==> src/hw/rtl/crf_mul.sv <==
// crf_mul: shared 32x32 unsigned multiplier with registered product.
// Uses no package items; driven by the sequencer in the top level.
module crf_mul (
   input  logic        clock,
   input  logic [31:0] op_a,
   input  logic [31:0] op_b,
   output logic [63:0] product
);

   logic [63:0] prod_ff;
   logic [63:0] prod_in;

   // Multiply the presented operands
   assign prod_in = 64'(op_a) * 64'(op_b);

   // Register the product for the next cycle
   always_ff @(posedge clock) begin
      prod_ff <= prod_in;
   end

   assign product = prod_ff;

endmodule

==> config.mk <==
export PLATFORM = sky130hd
export DESIGN_NAME = crf_mul
export DESIGN_NICKNAME = d
export VERILOG_FILES = /design/src/hw/rtl/crf_mul.sv
export SDC_FILE = /design/constraint.sdc
export NUM_CORES = 2
export LEC_CHECK = 0
export BUFFER_PORTS_ARGS = -buffer_cell sky130_fd_sc_hd__buf_4
export CORE_ASPECT_RATIO = 1.4
export CORE_UTILIZATION = 55
export CTS_CLUSTER_DIAMETER = 60
export DETAILED_ROUTE_END_ITERATION = 12
export PLACE_DENSITY = 0.72
export SLEW_MARGIN = 20
export SYNTH_ARGS = -nofsm -noshare
export SYNTH_HDL_FRONTEND = slang
export SYNTH_SLANG_ARGS = --single-unit
==> constraint.sdc <==
create_clock -name clock -period 10.3 [get_ports clock]
set_clock_uncertainty 0.2 [all_clocks]
set_input_delay 1.03 -clock clock [delete_from_list [all_inputs] [get_ports clock]]
set_output_delay 1.03 -clock clock [all_outputs]
set_load 0.01 [all_outputs]
* Yosys cells after proc, flatten, opt, wreduce, memory -nomap -nowiden
Cells that the tools add are included.
** Operators by class
- $mul :: 1
** Operators by type and width (count)
- $mul A32 B32 Y64 :: 1
** Storage, ports and cells
- Bits in registers :: 64
- Input bits :: 65
- Output and inout bits :: 64
- Logic and storage cells :: 2

* Longest topological paths before layout
- Word-level depth :: 1
- Mapped depth :: 29
- Mapped depth without buffers :: 27

* Worst setup path before layout
OpenSTA, ideal clock, no wires.
- Path type :: input to register
- Start :: input op_a[25]
- End :: register prod_ff[62] (netlist: product[62])
- Setup time :: 72 ps
- Arrival :: 7706 ps
- Setup slack :: 2322 ps
- Stages on the path :: 25
- Path buffers :: 2
- Cell sequence :: clkbuf_1 nand2_1 fa_1 inv_1 fa_1 inv_1 fa_1 inv_1 fa_1 fa_1 fa_1 fa_1 inv_1 fa_1 inv_1 ha_1 buf_2 nand4_1 or4_1 or3_1 a31oi_1 a31o_2 a211oi_1 o21ai_1 xor2_1
** On the way
- Word-level cells in the longest chain between the ends :: 1
** Ends and longest elaborated chain
- start, declared :: RTL line 5 : input logic [31:0] op_a,
- $mul A32 B32 Y64 :: RTL line 14 : assign prod_in = 64'(op_a) * 64'(op_b);
- named net prod_in[62] :: RTL line 11 : logic [63:0] prod_in;
- end signal, assigned :: RTL line 18 : prod_ff <= prod_in;
- end, declared :: RTL line 10 : logic [63:0] prod_ff;
The timed path passes the listed nets, and every way through them passes these cells.

* Worst setup path in the final report
- Start :: input op_b[8]
- End :: register prod_ff[62] (netlist: product[62])
** On the way
- Word-level cells in the longest chain between the ends :: 1
** Ends and longest elaborated chain
- start, declared :: RTL line 6 : input logic [31:0] op_b,
- $mul A32 B32 Y64 :: RTL line 14
- named net prod_in[62] :: RTL line 11
The timed path passes the listed nets, and every way through them passes these cells.

==> results.cfg <==
[cts]
clkTransAtPathRegs_ns = 0.06
h-tree-depth = 3
hold_buffers = 0
cts-root-buf = clkbuf_16
cts_buffers = 9
cts_setup_buffers = 0
cts_tree = yes
max-clock-path-buffers = 2
cts_sinks = 64
cts_resized = 0

[die]
die_h_um = 299
die-area_um2 = 64000
io_pins = 129
dieWidth_um = 214
start_util = 0.557
core.rowCount = 108
core_um2 = 62200

[global_route]
antenna_found_initial = 0
grt_overflow = 0
grt_max_degree = 33
grt_usage = 0.318
grt_pass1_wl_mm = 154
grt_pass1_vias = 28300

[drt]
ant_nets = 0
first_pass_iters = 6
wl_mm = 96.7
drc = 0
dr.first_iter.drc_count = 1468
vias_per_cell = 5.65
vias = 25400
wl_per_cell_um = 21.5

[synth]
yosysSeqAreaShare = 0.0370
synth-edff-count = 0
synth_ff_type = dfxtp_1
synth_fp_nets = 4982
syn_area_um2 = 34600
ys_ff_latch = 64
synth_cell_types = 56
synth_cells = 3758
async_flop_share = 0
avgSynthCellArea_um2 = 9.21
yosysWarnings = 0

[sta]
fin_crit_ns = 8.52
timing.final.crit_share = 0.828
rsz0062_at_grt = false
drv_slew = 0
worstMarginPinSlew_ns = 0.882
setup_violations = 0
fin_tns_setup_ns = 0
max_freq_mhz = 117
timing_hold_violations_final = 0
max_slew_margin = 0.408

[placement]
routabilityCongestion = 0.944
io_buffer_count = 128
dp_hpwl_mm = 77.7

[layout]
seq_area_um2 = 1280
diodes = 0
finalNetCount = 4894
largest_reg_flops = 64
layout-drive-gt1-share = 0.0419
fillCellCount = 5559
mostFrequentLayoutCell = fa_1
area_growth_pct = 4.26
layout_common_cells = 896 x fa_1, 863 x inv_1, 603 x and2_1
multi_input_area_um2 = 29200

[status]
status = complete, no violations

[worst_setup_path]
critPathRequiredTime_ns = 10.39
crit_type = input port to flip-flop
end_kind = flip-flop
crit_fanout = 32
critPathLaunchType = input port
crit_arrival_ns = 8.62

[flow_run]
maxCapViolations = 0

[hold_path]
min_path_type = input port to flip-flop
[logic make-up (layout without fill, tap and decap cells)]
logic type | Yosys count | after routing | share of synthesized area
muxes | 1 | 1 | 0.000289
DFF | 64 | 64 | 0.0370
adders and majority gates | 1159 | 1159 | 0.613
buffers and inverters | 1090 | 1007 | 0.119
and+or+nand+nor | 1180 | 1180 | 0.177
xor gates and xnor gates | 59 | 59 | 0.0149
AOI/OAI and AO/OA | 205 | 205 | 0.0392
[cell usage after synthesis (2+ instances only)]
| library cell | count | area [µm²] |
|---|---|---|
| fa_1 | 896 | 17900 |
| inv_1 | 863 | 3240 |
| and2_1 | 603 | 3770 |
| nand2_1 | 478 | 1790 |
| ha_1 | 263 | 3290 |
| clkbuf_1 | 215 | 807 |
| a21oi_1 | 68 | 340 |
| dfxtp_1 | 64 | 1280 |
| a21o_1 | 37 | 278 |
| xnor2_1 | 33 | 289 |
| o21ai_0 | 28 | 140 |
| xor2_1 | 26 | 228 |
| nand4_1 | 24 | 150 |
| nor2_1 | 21 | 78.8 |
| and3_1 | 14 | 87.6 |
| nand3_1 | 12 | 60.1 |
| a31oi_1 | 11 | 68.8 |
| o21bai_1 | 10 | 75.1 |
| buf_2 | 9 | 45.0 |
| o21a_1 | 8 | 60.1 |
| nor3_1 | 5 | 25.0 |
| or3_1 | 5 | 31.3 |
| a211oi_1 | 4 | 30.0 |
| a221o_1 | 4 | 40.0 |
| and4_1 | 4 | 35.0 |
| a21boi_0 | 3 | 22.5 |
| a311oi_1 | 3 | 26.3 |
| o211ai_1 | 3 | 22.5 |
| o221ai_1 | 3 | 26.3 |
| or2_2 | 3 | 18.8 |
| or4_1 | 3 | 22.5 |
| a21oi_2 | 2 | 17.5 |
| a221oi_2 | 2 | 30.0 |
| a41oi_1 | 2 | 17.5 |
| and3b_1 | 2 | 17.5 |
| buf_1 | 2 | 7.51 |
| nand2b_1 | 2 | 12.5 |
| o2111ai_1 | 2 | 17.5 |
| o21ai_1 | 2 | 10.0 |
| o2bb2ai_1 | 2 | 17.5 |
| o311a_1 | 2 | 20.0 |
[path summary, 6_finish.rpt]
check	startpoint	endpoint	slack (ns)	cells past startpoint
setup / recovery	op_b[8]	product[62]	1.78	24
hold / removal	op_a[0]	product[0]	0.97	2
[layout make-up]
| type | instances | area share |
|---|---|---|
| sequential | 64 | 0.0355 |
| tap | 825 | 0.0286 |
| multi-input combinational | 2604 | 0.810 |
| clock buffer | 11 | 0.00672 |
| timing repair buffer | 128 | 0.0266 |
| clock inverter | 5 | 0.00288 |
| inverter | 863 | 0.0897 |
[per-layer routing]
metal	wire (µm)	up-vias	track usage
li1	-	10700	-
met2	51400	1110	0.577
met5	0	-	0
met3	4900	461	0.0362
met4	10100	0	0.268
met1	30400	13200	0.327
[critical path: stages]
cell and delay (ns):
buf_4 0.36, nand2_1 0.14, fa_1 0.55, inv_1 0.06, fa_1 0.52, inv_1 0.06, fa_1 0.53, inv_1 0.05
fa_1 0.48, fa_1 0.57, fa_1 0.44, fa_1 0.53, inv_1 0.06, fa_1 0.48, inv_1 0.05, ha_1 0.43
nand4_1 0.24, or4_1 0.46, or3_1 0.38, a31oi_1 0.49, a31o_2 0.27, a211oi_1 0.10, o21ai_1 0.17, xor2_1 0.14
[metrics by stage]
| stage | hold slack [ns] | instances | worst slack, ns | util | instance area (µm²) |
|---|---|---|---|---|---|
| floorplan | 0.957 | 3758 | 2.32 | - | 34600 |
| global placement | 1.22 | 4484 | 1.55 | 0.575 | 35800 |
| detailed placement | 1.22 | 4484 | 1.45 | 0.575 | 35800 |
| CTS | 0.960 | 4500 | 1.83 | 0.581 | 36100 |
| global route | 0.980 | 4500 | 1.40 | 0.581 | 36100 |
| finish | 0.973 | 4500 | 1.78 | 0.581 | 36100 |
Power is left out: the tool's default activity adds up to more than one toggle a clock period on the data nets, which glitch-free logic cannot reach.
