$ cat config.mk
export PLATFORM = sky130hd
export DESIGN_NAME = crf_sqrt
export DESIGN_NICKNAME = d
export VERILOG_FILES = /design/src/hw/rtl/crf_pkg.sv /design/src/hw/rtl/crf_sqrt.sv
export SDC_FILE = /design/constraint.sdc
export NUM_CORES = 1
export LEC_CHECK = 0
export ABC_CLOCK_PERIOD_IN_PS = 7400
export BUFFER_PORTS_ARGS = -buffer_cell sky130_fd_sc_hd__buf_4
export CAP_MARGIN = 20
export CORE_UTILIZATION = 53
export DETAILED_ROUTE_END_ITERATION = 6
export PLACE_DENSITY_LB_ADDON = 0.08
export SLEW_MARGIN = 40
export SYNTH_ARGS = -nofsm -noshare
export SYNTH_HDL_FRONTEND = slang
export SYNTH_SLANG_ARGS = --single-unit
$ cat constraint.sdc
create_clock -name clock -period 7.4 [get_ports clock]
set_input_delay 1.48 -clock clock [delete_from_list [all_inputs] [get_ports clock]]
set_output_delay 1.48 -clock clock [all_outputs]
set_load 0.05 [all_outputs]
$ cat src/hw/rtl/crf_pkg.sv
// crf_pkg: shared constants for the centripetal radius fit block.
// Used by crf_sqrt, crf_div and the top level; depends on nothing.
package crf_pkg;

   // Default fraction bits of every fixed-point value
   localparam int FRAC_BITS_DEF = 16;

   // round(pi/180000 * 2^40): mdps Q8 to rad/s
   localparam logic [31:0] OMEGA_K = 32'd19190098;
   // round(9.81/1000 * 2^32): mg Q16 to m/s^2
   localparam logic [31:0] ACC_K = 32'd42133629;

   // Configuration register indexes
   localparam int CSR_AW = 2;
   localparam int CSR_DW = 16;
   localparam logic [CSR_AW-1:0] CSR_OMEGA_MIN  = 2'd0;
   localparam logic [CSR_AW-1:0] CSR_GRAVITY_MG = 2'd1;
   localparam logic [CSR_AW-1:0] CSR_ACCEL_MIN  = 2'd2;
   localparam logic [CSR_AW-1:0] CSR_MIN_POINTS = 2'd3;

   // Configuration reset values
   localparam logic [15:0] OMEGA_MIN_RST  = 16'd19661;
   localparam logic [13:0] GRAVITY_MG_RST = 14'd1000;
   localparam logic [13:0] ACCEL_MIN_RST  = 14'd50;
   localparam logic [7:0]  MIN_POINTS_RST = 8'd3;

   // Stream widths
   localparam int REQ_W = 112;
   localparam int RSP_W = 120;

   // Iterative unit sizes
   localparam int SQRT_STEPS = 32;

   // Handshake between the sequencer and an iterative unit
   typedef struct packed {
      logic busy;
      logic done;
   } unit_stat_type;

endpackage

$ cat src/hw/rtl/crf_sqrt.sv
// crf_sqrt: integer square root of a 64-bit value, one root bit per cycle.
// Depends on crf_pkg for the step count and the status struct.
module crf_sqrt (
   input  logic                   clock,
   input  logic                   reset,
   input  logic                   start,
   input  logic [63:0]            radicand,
   output crf_pkg::unit_stat_type stat,
   output logic [31:0]            root
);

   logic [63:0] x_ff, x_in;
   logic [33:0] rem_ff, rem_in;
   logic [31:0] root_ff, root_in;
   logic [4:0]  cnt_ff, cnt_in;
   logic        busy_ff, busy_in;
   logic        done_ff, done_in;

   logic [35:0] rem_sh;
   logic [35:0] trial;
   logic [35:0] diff;
   logic        fits;

   // Bring down two radicand bits and try the next root bit
   assign rem_sh = {rem_ff, x_ff[63:62]};
   assign trial  = {2'b00, root_ff, 2'b01};
   assign diff   = rem_sh - trial;
   assign fits   = rem_sh >= trial;

   always_comb begin
      x_in    = x_ff;
      rem_in  = rem_ff;
      root_in = root_ff;
      cnt_in  = cnt_ff;
      busy_in = busy_ff;
      done_in = 1'b0;
      if (start) begin
         x_in    = radicand;
         rem_in  = '0;
         root_in = '0;
         cnt_in  = '0;
         busy_in = 1'b1;
      end else if (busy_ff) begin
         x_in    = {x_ff[61:0], 2'b00};
         rem_in  = fits ? diff[33:0] : rem_sh[33:0];
         root_in = {root_ff[30:0], fits};
         cnt_in  = cnt_ff + 5'd1;
         if (cnt_ff == 5'(crf_pkg::SQRT_STEPS - 1)) begin
            busy_in = 1'b0;
            done_in = 1'b1;
         end
      end
   end

   always_ff @(posedge clock) begin
      if (reset) begin
         busy_ff <= 1'b0;
         done_ff <= 1'b0;
         cnt_ff  <= '0;
      end else begin
         busy_ff <= busy_in;
         done_ff <= done_in;
         cnt_ff  <= cnt_in;
      end
      x_ff    <= x_in;
      rem_ff  <= rem_in;
      root_ff <= root_in;
   end

   assign stat.busy = busy_ff;
   assign stat.done = done_ff;
   assign root      = root_ff;

endmodule

# Word level (Yosys, flattened, before mapping)
# Index checks and enable logic that the tools add are counted.
totals:
  mem_count: 0
  elab_cells: 21
  latch_bits: 0
  ramBits: 0
  input_bits: 67
  out_inout_bits: 34
  rom_bits: 0
  regBits: 137
op_classes:
  addsub: 2
  order_cmp: 1
  reduce_logical: 3
  n_mux: 7
  multipliers: 0
  shift: 0
  eq_ne: 1
  div_mod_pow: 0
  bitwise_logic: 1
ops:
  columns: ["operator", "count"]
  rows:
  - ["two-way mux 64 bit", 2]
  - ["greater-or-equal comparator 36 x 34 -> 1 bit", 1]
  - ["two-way mux 34 bit", 1]
  - ["subtractor 34 bit", 1]
  - ["adder 5 x 1 -> 5 bit (second input constant)", 1]
  - ["== test 5 bit (second input constant)", 1]
  - ["two-way mux 1 bit", 4]
  - ["OR reduction 3 bit", 1]
  - ["nonzero test 2 bit", 1]
  - ["OR reduction 2 bit", 1]
  - ["inverter 1 bit", 1]

# Logic depth before layout (Yosys ltp)
depth:
  ltp_word: 4
  depth_mapped: 12

# Worst setup path after synthesis
# OpenSTA, ideal clock, no wires.
synth_timing:
  path_kind: "input-to-reg"
  from: "input start"
  to: "register x_ff[0], enable pin"
  setup_slack_ns: 3.864
  stages: 3
  arrival_ns: 3.118
  n_path_buf: 1
  cell_sequence: "clkbuf_1 > nor2_1 > inv_1"
synth_via:
  elab_chain_cells: 1
synth_rtl:
  columns: ["item", "line", "text"]
  rows:
  - ["start, declared", "crf_sqrt.sv:6", "input logic start,"]
  - ["nonzero test 2 bit (no line)", null, null]
  - ["end signal, assigned", "crf_sqrt.sv:65", "x_ff <= x_in;"]
  - ["end, declared", "crf_sqrt.sv:12", "logic [63:0] x_ff, x_in;"]
# No other way between the ends.
# A chain may end at the register's enable or synchronous reset.

# Worst setup path after layout
layout_timing:
  from: "register root_ff[3] (netlist: root[3])"
  to: "register root_ff[0] (netlist: root[0])"
layout_via:
  elab_chain_cells: 1
layout_rtl:
  columns: ["item", "line", "text"]
  rows:
  - ["start, declared", "crf_sqrt.sv:14", "logic [31:0] root_ff, root_in;"]
  - ["start signal, assigned", "crf_sqrt.sv:67", "root_ff <= root_in;"]
  - ["greater-or-equal comparator 36 x 34 -> 1 bit", "crf_sqrt.sv:28", "assign fits = rem_sh >= trial;"]
# No other way between the ends.

==> results.sh <==
export IMPL_synth_fp_nets=892
export IMPL_gp_congestion=0.895
export IMPL_cp_start_kind="flop"
export IMPL_p_per_area_nw_per_um2=395
export IMPL_grt_pass1_vias=5873
export IMPL_ant_nets=0
export IMPL_antenna_found_initial=0
export IMPL_hpwlAfterDp_um=11300
export IMPL_synth_seq_cells=137
export IMPL_outcome="finished clean"
export IMPL_via_per_inst=5.74
export IMPL_cts_tree="yes"
export IMPL_syn_avg_cell_area_um2=9.96
export IMPL_cp_end_kind="flop"
export IMPL_rsz0062_at_grt="false"
export IMPL_clk_pin_slew_ps=60
export IMPL_hold_path_end="rem_ff[2]"
export IMPL_insertion_delay_ps=430
export IMPL_min_path_type="reg2reg"
export IMPL_seq_area_frac_synth=0.431
export IMPL_synth_edf_count=64
export IMPL_synth_most_common_cell="nor2_1"
export IMPL_nets=969
export IMPL_fin_setup_tns_ps=0
export IMPL_synthCells=789
export IMPL_fin_crit_sh=0.420
export IMPL_synthArstFlopShare=0
export IMPL_rows=44
export IMPL_die_w_um=124
export IMPL_gr_usage_all_layers=0.237
export IMPL_netlist_top_cells_count="nor2_1 (98), dfxtp_1 (73), edfxtp_1 (64)"
export IMPL_setup_ws_ps=4290
export IMPL_cap_viol_max_count=0
export IMPL_yosysUniqueCellTypes=67
export IMPL_first_pass_iters=5
export IMPL_cts_inserted_buffers=17
export IMPL_period_minus_slack_ps=3110
export IMPL_root_buffer="clkbuf_16"
export IMPL_yosysWarningCount=0
export IMPL_min_path_cells=2
export IMPL_drt_wl_total_um=17100
export IMPL_holdBufCountCts=0
export IMPL_crit_fanout=15
export IMPL_fp_dieH_um=124
export IMPL_syn2layout_area_growth_pct=18.1
export IMPL_r2r_cells=11
export IMPL_grt_pass1_wl_um=28400
export IMPL_post_cts_buffers=0
export IMPL_maxSlewHeadroom=0.482
export IMPL_synth_xor_area_share=0.0323
export IMPL_cts_resized_gates=0
export IMPL_portBuffers=100
export IMPL_diodes=0
export IMPL_synth_area_top_cells="edfxtp_1 (24%), dfxtp_1 (19%), mux2_2 (8.9%), ha_1 (5.7%), nor2_1 (4.7%)"
export IMPL_timing_rr_start="root[3]"
export IMPL_synth_mux_area_frac=0.132
export IMPL_clockBufferDepth=2
export IMPL_clock_sinks=137
export IMPL_drcViolationCount=0
export IMPL_synth_compound_area_frac=0.163
export IMPL_ctsHtreeMaxLevel=4
export IMPL_initialDrtViolationCount=450
export IMPL_min_from="rem_ff[2]"
export IMPL_grt_overflow=0
export IMPL_grt_max_degree=93
export IMPL_clock_skew_ps=12.3
export IMPL_final_hold_viol_count=0
export IMPL_cp_data_arrival_time_ps=3380
export IMPL_ff2ff_setup_slack_ps=4290
export IMPL_pre_cts_ws_ps=3940
export IMPL_yosys_area_share_simple=0.133
export IMPL_worstMarginPinSlew_ps=777
export IMPL_pin_count=101
export IMPL_max_freq_mhz=321
export IMPL_ys_flop_type="dfxtp_1"
export IMPL_synth_top_area_frac=0.245
export IMPL_start_util=0.543
export IMPL_finalMaxSlewViolations=0
export IMPL_crit_required_ps=7670
export IMPL_wl_per_cell_um=16.0
export IMPL_vias=6104
export IMPL_synth_top_area_cell="edfxtp_1"
export IMPL_path_class="reg2reg"
export IMPL_dieArea_um2=15300
export IMPL_finalSetupViolations=0
export IMPL_leakagePower_uw=0.00370
export IMPL_coreArea_um2=14500
export IMPL_netlist_area_um2=7860
export IMPL_synth_top_family_by_area="compound AO/OA/AOI/OAI gates"
export IMPL_drive_gt1_frac=0.248
export IMPL_r2r_end="root[0]"
export IMPL_synth_adder_area_share=0.0573
export IMPL_fillCellCount=1194
export IMPL_ir_drop_mv=0.316
## critical path: stages, from the launching register on
cell	delay, ps
dfxtp_1	380
inv_1	60
ha_1	370
a211oi_1	250
nor2_1	110
o31ai_2	260
nand3_2	210
o211ai_4	300
a31oi_4	240
buf_8	230
nor2_1	380
a211oi_1	150
## how the worst max path moves through the flow
| stage | start | to |
|---|---|---|
| 6_report | root[3] | root[0] |
| 5_1_grt | root[13] | rem_ff[30] |
| 4_1_cts | root[12] | rem_ff[25] |
| 3_5_place_dp | start | rem_ff[22] |
| 3_3_place_gp | start | rem_ff[22] |
| 2_1_floorplan | start | x_ff[0] |
## state kept, by name, indices dropped and copies added, names as in the netlist
register	count
root	32
x_ff	64
cnt_ff	5
busy_ff	1
done_ff	1
rem_ff	34
## per-stage QoR
stage	std cells	instance area (um2)	power, uW	hold WS (ps)	utilization
2_1_floorplan	789	7860	2410	462	-
4_1_cts	1062	9260	3620	506	0.640
5_1_grt	1063	9280	3910	522	0.641
3_5_place_dp	1030	8650	2730	499	0.598
6_report	1063	9280	3670	505	0.641
3_3_place_gp	1030	8650	2700	487	0.597
## layout by cell type, fill, tap and decap left out, types with 5 or more instances in the layout
cell / netlist / layout
mux2_2: 62 / 62
ha_1: 36 / 36
a21oi_1: 33 / 33
xor2_1: 8 / 8
xnor2_1: 21 / 21
o31ai_1: 6 / 6
o21bai_1: 7 / 7
nand2_1: 31 / 31
nand2b_1: 5 / 5
nor3_1: 7 / 7
nor2_1: 98 / 98
dfxtp_1: 73 / 72
mux2i_1: 34 / 34
o21ai_0: 41 / 41
and3_1: 11 / 11
nor3b_1: 6 / 6
inv_6: 0 / 6
and2_1: 9 / 9
nand3_1: 28 / 28
a31oi_1: 8 / 8
edfxtp_1: 64 / 64
nand4_1: 9 / 9
clkbuf_16: 0 / 17
a21o_1: 14 / 14
a211oi_1: 7 / 7
buf_4: 2 / 103
a311oi_1: 24 / 24
inv_1: 47 / 46
## cell type report
| cell class | instances | area (um2) | area share |
|---|---|---|---|
| clock buffer | 17 | 425 | 0.0458 |
| clock inverter | 15 | 186 | 0.0201 |
| inverter | 47 | 176 | 0.0190 |
| multi-input combinational | 558 | 4070 | 0.439 |
| sequential | 137 | 3390 | 0.365 |
| tap | 184 | 230 | 0.0248 |
| timing repair buffer | 105 | 800 | 0.0862 |
## per-layer routing
metal | vias up | global-route usage | wire [um]
li1 | 3039 | - | -
met1 | 2894 | 0.294 | 7760
met2 | 156 | 0.389 | 8110
met3 | 15 | 0.0842 | 1030
met4 | 0 | 0.0655 | 155
met5 | - | 0 | 0
## logic make-up (layout without fill, tap and decap cells)
logic type,count (synthesis),in the layout
buffers and inverters,94,184
muxes,96,96
adders and majority gates,36,36
DFF,137,137
xor gates and xnor gates,29,29
AOI/OAI and AO/OA,178,178
and+or+nand+nor,219,219
## power by group
group / total [uW] / internal, uW / switching [uW]
Sequential: 972 / 897 / 74.1
Clock: 885 / 537 / 348
Combinational: 1810 / 707 / 1100
No activity file was read; power rests on OpenSTA's default activity.
