[src/hw/rtl/crf_pkg.sv]
// crf_pkg: shared constants for the centripetal radius fit block.
// Used by crf_sqrt, crf_div and the top level; depends on nothing.
package crf_pkg;

   // Default fraction bits of every fixed-point value
   localparam int FRAC_BITS_DEF = 16;

   // round(pi/180000 * 2^40): mdps Q8 to rad/s
   localparam logic [31:0] OMEGA_K = 32'd19190098;
   // round(9.81/1000 * 2^32): mg Q16 to m/s^2
   localparam logic [31:0] ACC_K = 32'd42133629;

   // Configuration register indexes
   localparam int CSR_AW = 2;
   localparam int CSR_DW = 16;
   localparam logic [CSR_AW-1:0] CSR_OMEGA_MIN  = 2'd0;
   localparam logic [CSR_AW-1:0] CSR_GRAVITY_MG = 2'd1;
   localparam logic [CSR_AW-1:0] CSR_ACCEL_MIN  = 2'd2;
   localparam logic [CSR_AW-1:0] CSR_MIN_POINTS = 2'd3;

   // Configuration reset values
   localparam logic [15:0] OMEGA_MIN_RST  = 16'd19661;
   localparam logic [13:0] GRAVITY_MG_RST = 14'd1000;
   localparam logic [13:0] ACCEL_MIN_RST  = 14'd50;
   localparam logic [7:0]  MIN_POINTS_RST = 8'd3;

   // Stream widths
   localparam int REQ_W = 112;
   localparam int RSP_W = 120;

   // Iterative unit sizes
   localparam int SQRT_STEPS = 32;

   // Handshake between the sequencer and an iterative unit
   typedef struct packed {
      logic busy;
      logic done;
   } unit_stat_type;

endpackage

[src/hw/rtl/crf_div.sv]
// crf_div: restoring divider giving floor(numer * 2^FRAC_BITS / denom),
// saturated to 32 bits, one quotient bit per cycle. Depends on crf_pkg.
module crf_div #(
   parameter int FRAC_BITS = crf_pkg::FRAC_BITS_DEF
) (
   input  logic                   clock,
   input  logic                   reset,
   input  logic                   start,
   input  logic [63:0]            numer,
   input  logic [63:0]            denom,
   output crf_pkg::unit_stat_type stat,
   output logic [31:0]            quot
);

   localparam int STEPS = 64 + FRAC_BITS;
   localparam int CW    = $clog2(STEPS);

   logic [63:0]   dvd_ff, dvd_in;
   logic [63:0]   den_ff, den_in;
   logic [63:0]   rem_ff, rem_in;
   logic [31:0]   q_ff, q_in;
   logic          sat_ff, sat_in;
   logic [CW-1:0] cnt_ff, cnt_in;
   logic          busy_ff, busy_in;
   logic          done_ff, done_in;

   logic [64:0] rem_sh;
   logic [64:0] diff;
   logic        fits;

   // Shift in the next dividend bit and compare against the divisor
   assign rem_sh = {rem_ff, dvd_ff[63]};
   assign diff   = rem_sh - {1'b0, den_ff};
   assign fits   = rem_sh >= {1'b0, den_ff};

   always_comb begin
      dvd_in  = dvd_ff;
      den_in  = den_ff;
      rem_in  = rem_ff;
      q_in    = q_ff;
      sat_in  = sat_ff;
      cnt_in  = cnt_ff;
      busy_in = busy_ff;
      done_in = 1'b0;
      if (start) begin
         dvd_in  = numer;
         den_in  = denom;
         rem_in  = '0;
         q_in    = '0;
         sat_in  = 1'b0;
         cnt_in  = '0;
         busy_in = 1'b1;
      end else if (busy_ff) begin
         dvd_in = {dvd_ff[62:0], 1'b0};
         rem_in = fits ? diff[63:0] : rem_sh[63:0];
         // a bit pushed out of the top means the quotient is 2^32 or more
         sat_in = sat_ff | q_ff[31];
         q_in   = {q_ff[30:0], fits};
         cnt_in = cnt_ff + CW'(1);
         if (cnt_ff == CW'(STEPS - 1)) begin
            busy_in = 1'b0;
            done_in = 1'b1;
         end
      end
   end

   always_ff @(posedge clock) begin
      if (reset) begin
         busy_ff <= 1'b0;
         done_ff <= 1'b0;
         cnt_ff  <= '0;
      end else begin
         busy_ff <= busy_in;
         done_ff <= done_in;
         cnt_ff  <= cnt_in;
      end
      dvd_ff <= dvd_in;
      den_ff <= den_in;
      rem_ff <= rem_in;
      q_ff   <= q_in;
      sat_ff <= sat_in;
   end

   assign stat.busy = busy_ff;
   assign stat.done = done_ff;
   assign quot      = sat_ff ? 32'hFFFF_FFFF : q_ff;

endmodule

[config.mk]
export PLATFORM = sky130hd
export DESIGN_NAME = crf_div
export DESIGN_NICKNAME = d
export VERILOG_FILES = /design/src/hw/rtl/crf_pkg.sv /design/src/hw/rtl/crf_div.sv
export SDC_FILE = /design/constraint.sdc
export NUM_CORES = 1
export LEC_CHECK = 0
export ABC_AREA = 0
export BUFFER_PORTS_ARGS = -buffer_cell sky130_fd_sc_hd__buf_2
export CAP_MARGIN = 20
export CORE_ASPECT_RATIO = 0.6
export CORE_MARGIN = 2
export CORE_UTILIZATION = 40
export DETAILED_ROUTE_END_ITERATION = 8
export GPL_ROUTABILITY_DRIVEN = 0
export GPL_TIMING_DRIVEN = 0
export SYNTH_ARGS = -nofsm -noshare
export SYNTH_HDL_FRONTEND = slang
export SYNTH_SLANG_ARGS = --single-unit
[constraint.sdc]
create_clock -name clock -period 2.7 [get_ports clock]
set_input_delay 0.135 -clock clock [delete_from_list [all_inputs] [get_ports clock]]
set_output_delay 0.135 -clock clock [all_outputs]
set_load 0.01 [all_outputs]
==> Yosys cells after proc, flatten, opt, wreduce, memory -nomap -nowiden <==
Cells that the tools add are included.
{ "classes": {"n_lt_le_gt_ge": 1, "bitwise": 2, "addsub": 2, "n_reduce_logical": 3, "n_eq_ne": 1, "mux": 8} }
{ "op_table": {"columns": ["cell", "n"], "rows": [
  ["64-bit 2-to-1 mux", 3],
  ["65-bit by 64-bit greater-or-equal comparator with 1-bit output", 1],
  ["64-bit subtractor", 1],
  ["32-bit 2-to-1 mux", 1],
  ["7-bit by 1-bit adder with 7-bit output, second input constant", 1],
  ["7-bit == test, second input constant", 1],
  ["1-bit 2-to-1 mux", 4],
  ["3-bit OR reduction", 1],
  ["2-bit nonzero test", 1],
  ["2-bit OR reduction", 1],
  ["1-bit NOT", 1],
  ["1-bit OR", 1]
]} }
{ "totals": {"register_bits": 234, "word_cells": 25, "in_bits": 131, "output_inout_bits": 34} }

==> Longest topological paths before layout <==
{ "depth": {"depth_word": 4, "ltp_mapped": 14, "mapped_depth_nobuf": 12} }

==> Least setup slack after synthesis <==
No wires, ideal clock.
{ "synth_timing": {"kind": "register -> register", "startpoint": "reg den_ff[26]", "endpoint": "reg rem_ff[63]", "path_slack_ps": -196, "path_stages_with_launch": 13, "period_less_slack_ps": 2896, "arrival_ps": 2770, "setup_time_ps": 126, "required_ps": 2574, "n_path_buf": 1, "path_cell_list": "edfxtp_1 -> inv_1 -> ha_1 -> buf_2 -> a21o_1 -> a31o_2 -> nor2_1 -> o21ai_1 -> a221o_1 -> a2111o_1 -> or2_1 -> o311ai_1 -> o21ai_1"} }
{ "synth_between": {"elab_chain_len": 2, "word_cells_on_any_way": 3, "cone_classes": "1 x add/sub; 1 x order compare; 1 x mux"} }
{ "synth_lines": {"columns": ["item", "line", "source"], "rows": [
  ["start, declared", "crf_div.sv:19", "logic [63:0] den_ff, den_in;"],
  ["start signal, assigned", "crf_div.sv:78", "den_ff <= den_in;"],
  ["64-bit subtractor / 65-bit by 64-bit greater-or-equal comparator with 1-bit output (equally long branches)", "crf_div.sv:33, crf_div.sv:34", null],
  ["64-bit 2-to-1 mux *", "crf_div.sv:55", "rem_in = fits ? diff[63:0] : rem_sh[63:0];"],
  ["end signal, assigned", "crf_div.sv:79", "rem_ff <= rem_in;"],
  ["end, declared", "crf_div.sv:20", "logic [63:0] rem_ff, rem_in;"]
]} }
Every way passes the cells marked *; elsewhere a longest branch is shown, timed or not.
A chain may end at the register's enable or synchronous reset.

==> Worst setup path after layout <==
{ "layout_timing": {"startpoint": "reg dvd_ff[63]", "endpoint": "reg rem_ff[54]"} }
{ "layout_between": {"elab_chain_len": 2, "word_cells_on_any_way": 3, "cone_classes": "1 x add/sub; 1 x order compare; 1 x mux"} }
{ "layout_lines": {"columns": ["item", "line", "source"], "rows": [
  ["start, declared", "crf_div.sv:18", "logic [63:0] dvd_ff, dvd_in;"],
  ["start signal, assigned", "crf_div.sv:77", "dvd_ff <= dvd_in;"],
  ["64-bit subtractor / 65-bit by 64-bit greater-or-equal comparator with 1-bit output (equally long branches)", "crf_div.sv:33, crf_div.sv:34", null],
  ["64-bit 2-to-1 mux *", "crf_div.sv:55", null]
]} }
Marked as above.

==> metrics.txt <==
worst hold path class=input pin to flip-flop; Switching Fraction=0.306; Critical Path Start=dvd_ff[63]; post-synth top area share=0.274; Clock Power Share=0.341; setup_tns=-26170 ps; deepest clock path buffer count=3; Via Count=13600; IO Port Bufs=164; slowest CP cell=a2111o_1; Inst Count DP=2111; maximum fanout along the worst path=4; design area=0.0197 mm^2; Final Hold Viols=0; Vias/cell=5.76; Final min period=3180 ps; Worst Path Buf+Inv=1; final wirelength=48.7 mm; Worst R2R Path Depth=12; fraction of layout cells with a size suffix above 1=0.328; H-tree levels=1; Switching Power=3.21 mW; skew final=16.3 ps; die span in y=149 um; vias in the first global route=12400; DP HPWL=32.8 mm; global-route wire length before repair=71.2 mm; Power Density=532 mW/mm^2; final std cells w/o fill=2353; Avg WL per Cell=20.7 um; top post-synthesis cells by area=edfxtp_1 (27%), dfxtp_1 (15%), ha_1 (5.8%); post-route ant nets=0; DRT Pass-1 Iters=5; worst hold margin=86.3 ps; Internal=7.28 mW; Gate power share=0.262; CTS Root Buffer Type=clkbuf_16; max-cap viol count=0; P_leak=8.29 nW; pin count of the biggest net entering global routing=66; Crit path arrival time=3610 ps; Setup crit start kind=flip-flop; Required @ worst endpoint=3130 ps; FF-to-FF Start=dvd_ff[63]; RSZ-0062 raised after global routing=true; Final Util=0.566; Placed Area=0.0155 mm^2; critical-path cell list=inv_2 -> ha_4 -> fa_2 -> nand2b_4 -> a21o_1 -> a21oi_4 -> o211ai_1 -> a21o_1 -> a2111o_1 -> nand3b_1 -> xnor2_1 -> o21ai_1; reg-to-reg setup timing slack=-480 ps; WS Path Type=flip-flop to flip-flop; synth unique cells=78; Slew headroom=0.240; num ports=165; status=complete, but fails checks; most used cell, CP=a21o_1; Area Overhead vs Synth=40.3%; mean post-synth cell area=9.50 um^2; grt ovf=0; Final Max Slew Viols=0; EDFF count, synth=128; Final #Nets=2064; antenna violations before repair=1; worst slew pin tran=1140 ps; final setup fails=65; Clock Sinks=234; number of stages on the worst setup path=12; violated checks=negative setup slack; min-delay src=start; FF+latch count, synth=234; top_reg_cell synth=edfxtp_1; post-synthesis instance total=1479; gr usage total=0.251; Fmax=314 MHz; Initial Util=0.403; clock latency on the worst-skew pair=550 ps; initial DRC count=1616; Post-Syn Nets=1676; fin crit share=1.18; Worst Hold Depth=1; Placement Rows=53; Post-synth ARST share=0; Synth area leader=edfxtp_1; Reg-to-Reg End=rem_ff[54]; max incr delay on CP=560 ps; worst setup margin=-484 ps; VDD IR max=0.000490 V; delay-heaviest family, CP=compound AO/OA/AOI/OAI gates; Core Area=0.0348 mm^2; Die X=246 um; DRC violations left=0; Yosys Warn Count=0; Reg power frac=0.398; CTS tree=done; CTS Buf Count=24; CP endpoint kind=flip-flop; Syn Std Cell Area=0.0140 mm^2; Commonest cells post-synth=nor2_1 (147), edfxtp_1 (128), dfxtp_1 (106); sequential element share of the synthesized area=0.425; hold worst-path end=den_ff[48]; Die ar.=0.0367 mm^2; clk slew on worst S/H paths=70 ps; count leader, synth=nor2_1
-- cells in the final DEF (no fill, tap or decap), types with 16 or more instances in the layout --
cell type      count
a21o_1            44
a21oi_1           67
a311oi_1          22
a31oi_1           20
and3_1            29
buf_2            165
buf_4             69
clkbuf_1          38
clkbuf_16         30
dfxtp_1          104
dlygate4sd3_1    129
edfxtp_1         128
ha_1              40
ha_4              16
inv_1             76
mux2_2            64
mux2i_1           40
nand2_1           83
nand3_1           38
nand3_2           16
nand4_1           28
nor2_1           144
o21ai_0           36
o21ai_1           18
o21ai_2           23
or2_2             37
xnor2_1           26
xor2_1            22
-- cell families (layout without fill, tap and decap cells) --
logic type	count (synthesis)	after routing	share of synthesized area
other	0	1	0
buffers and inverters	180	586	0.0552
adder cells (fa/ha/maj)	66	66	0.0593
XOR/XNOR	49	49	0.0306
AND/OR/NAND/NOR	466	466	0.164
multiplexers	104	104	0.0798
flip-flops	234	234	0.425
AO/OA/AOI/OAI	380	380	0.186
-- repair_timing --
item                                    in CTS  in global routing
resized for setup                          167                155
setup buffers                               43                 33
endpoints found under the setup margin     139                 95
hold buffers                               129                  0
pin swaps                                   65                 81
endpoints found under the hold margin      129                  0
gates cloned                                 3                  3
-- per-stage QoR --
stage / total power [mW] / setup slack, ps
finish: 10.5 / -484
global route: 10.9 / -529
CTS: 10.2 / -400
detailed placement: 6.21 / -1300
global placement: 6.19 / -2260
floorplan: 5.59 / -69.2
-- worst max-delay path by stage --
stage | endpoint
after floorplan | rem_ff[57]
after CTS | rem_ff[55]
after detailed placement | rem_ff[60]
after global placement | dvd_ff[17]
after global routing | rem_ff[57]
final | rem_ff[54]
-- flip-flops by register name, indices dropped and copies added (netlist names) --
name	count
busy_ff	1
cnt_ff	7
den_ff	64
done_ff	1
dvd_ff	64
q_ff	32
rem_ff	64
sat_ff	1
-- metal layers --
layer	GRT usage	vias to the layer above	wire length, um
met4	0.0515	0	1000
met5	0	-	0
met2	0.347	756	19500
met3	0.0667	91	5480
li1	-	6230	-
met1	0.387	6479	22700
-- worst reg2reg max path, stage by stage (launching register included) --
cell and delay (ps):
edfxtp_1 440, inv_2 70, ha_4 180, fa_2 340, nand2b_4 150, a21o_1 200, a21oi_4 140, o211ai_1 190
a21o_1 330, a2111o_1 570, nand3b_1 210, xnor2_1 160, o21ai_1 80
-- layout make-up --
| cell class | count | area, um^2 |
|---|---|---|
| Buffer | 83 | 637 |
| Timing Repair Buffer | 374 | 2900 |
| Antenna cell | 1 | 2.50 |
| Sequential cell | 234 | 5970 |
| Fill cell | 2998 | 15100 |
| Clock buffer | 31 | 711 |
| Clock inverter | 13 | 119 |
| Tap cell | 467 | 584 |
| Inverter | 85 | 319 |
| Multi-Input combinational cell | 1065 | 8470 |
-- power by group through the flow --
stage | clock (mW) | combinational, mW | sequential, mW
finish | 3.57 | 2.74 | 4.17
detailed placement | 0 | 1.98 | 4.23
global placement | 0 | 1.96 | 4.23
floorplan | 0 | 1.40 | 4.19
CTS | 3.66 | 2.38 | 4.16
global route | 3.80 | 2.91 | 4.20
Note: power is estimated with default switching activity, not from simulation.
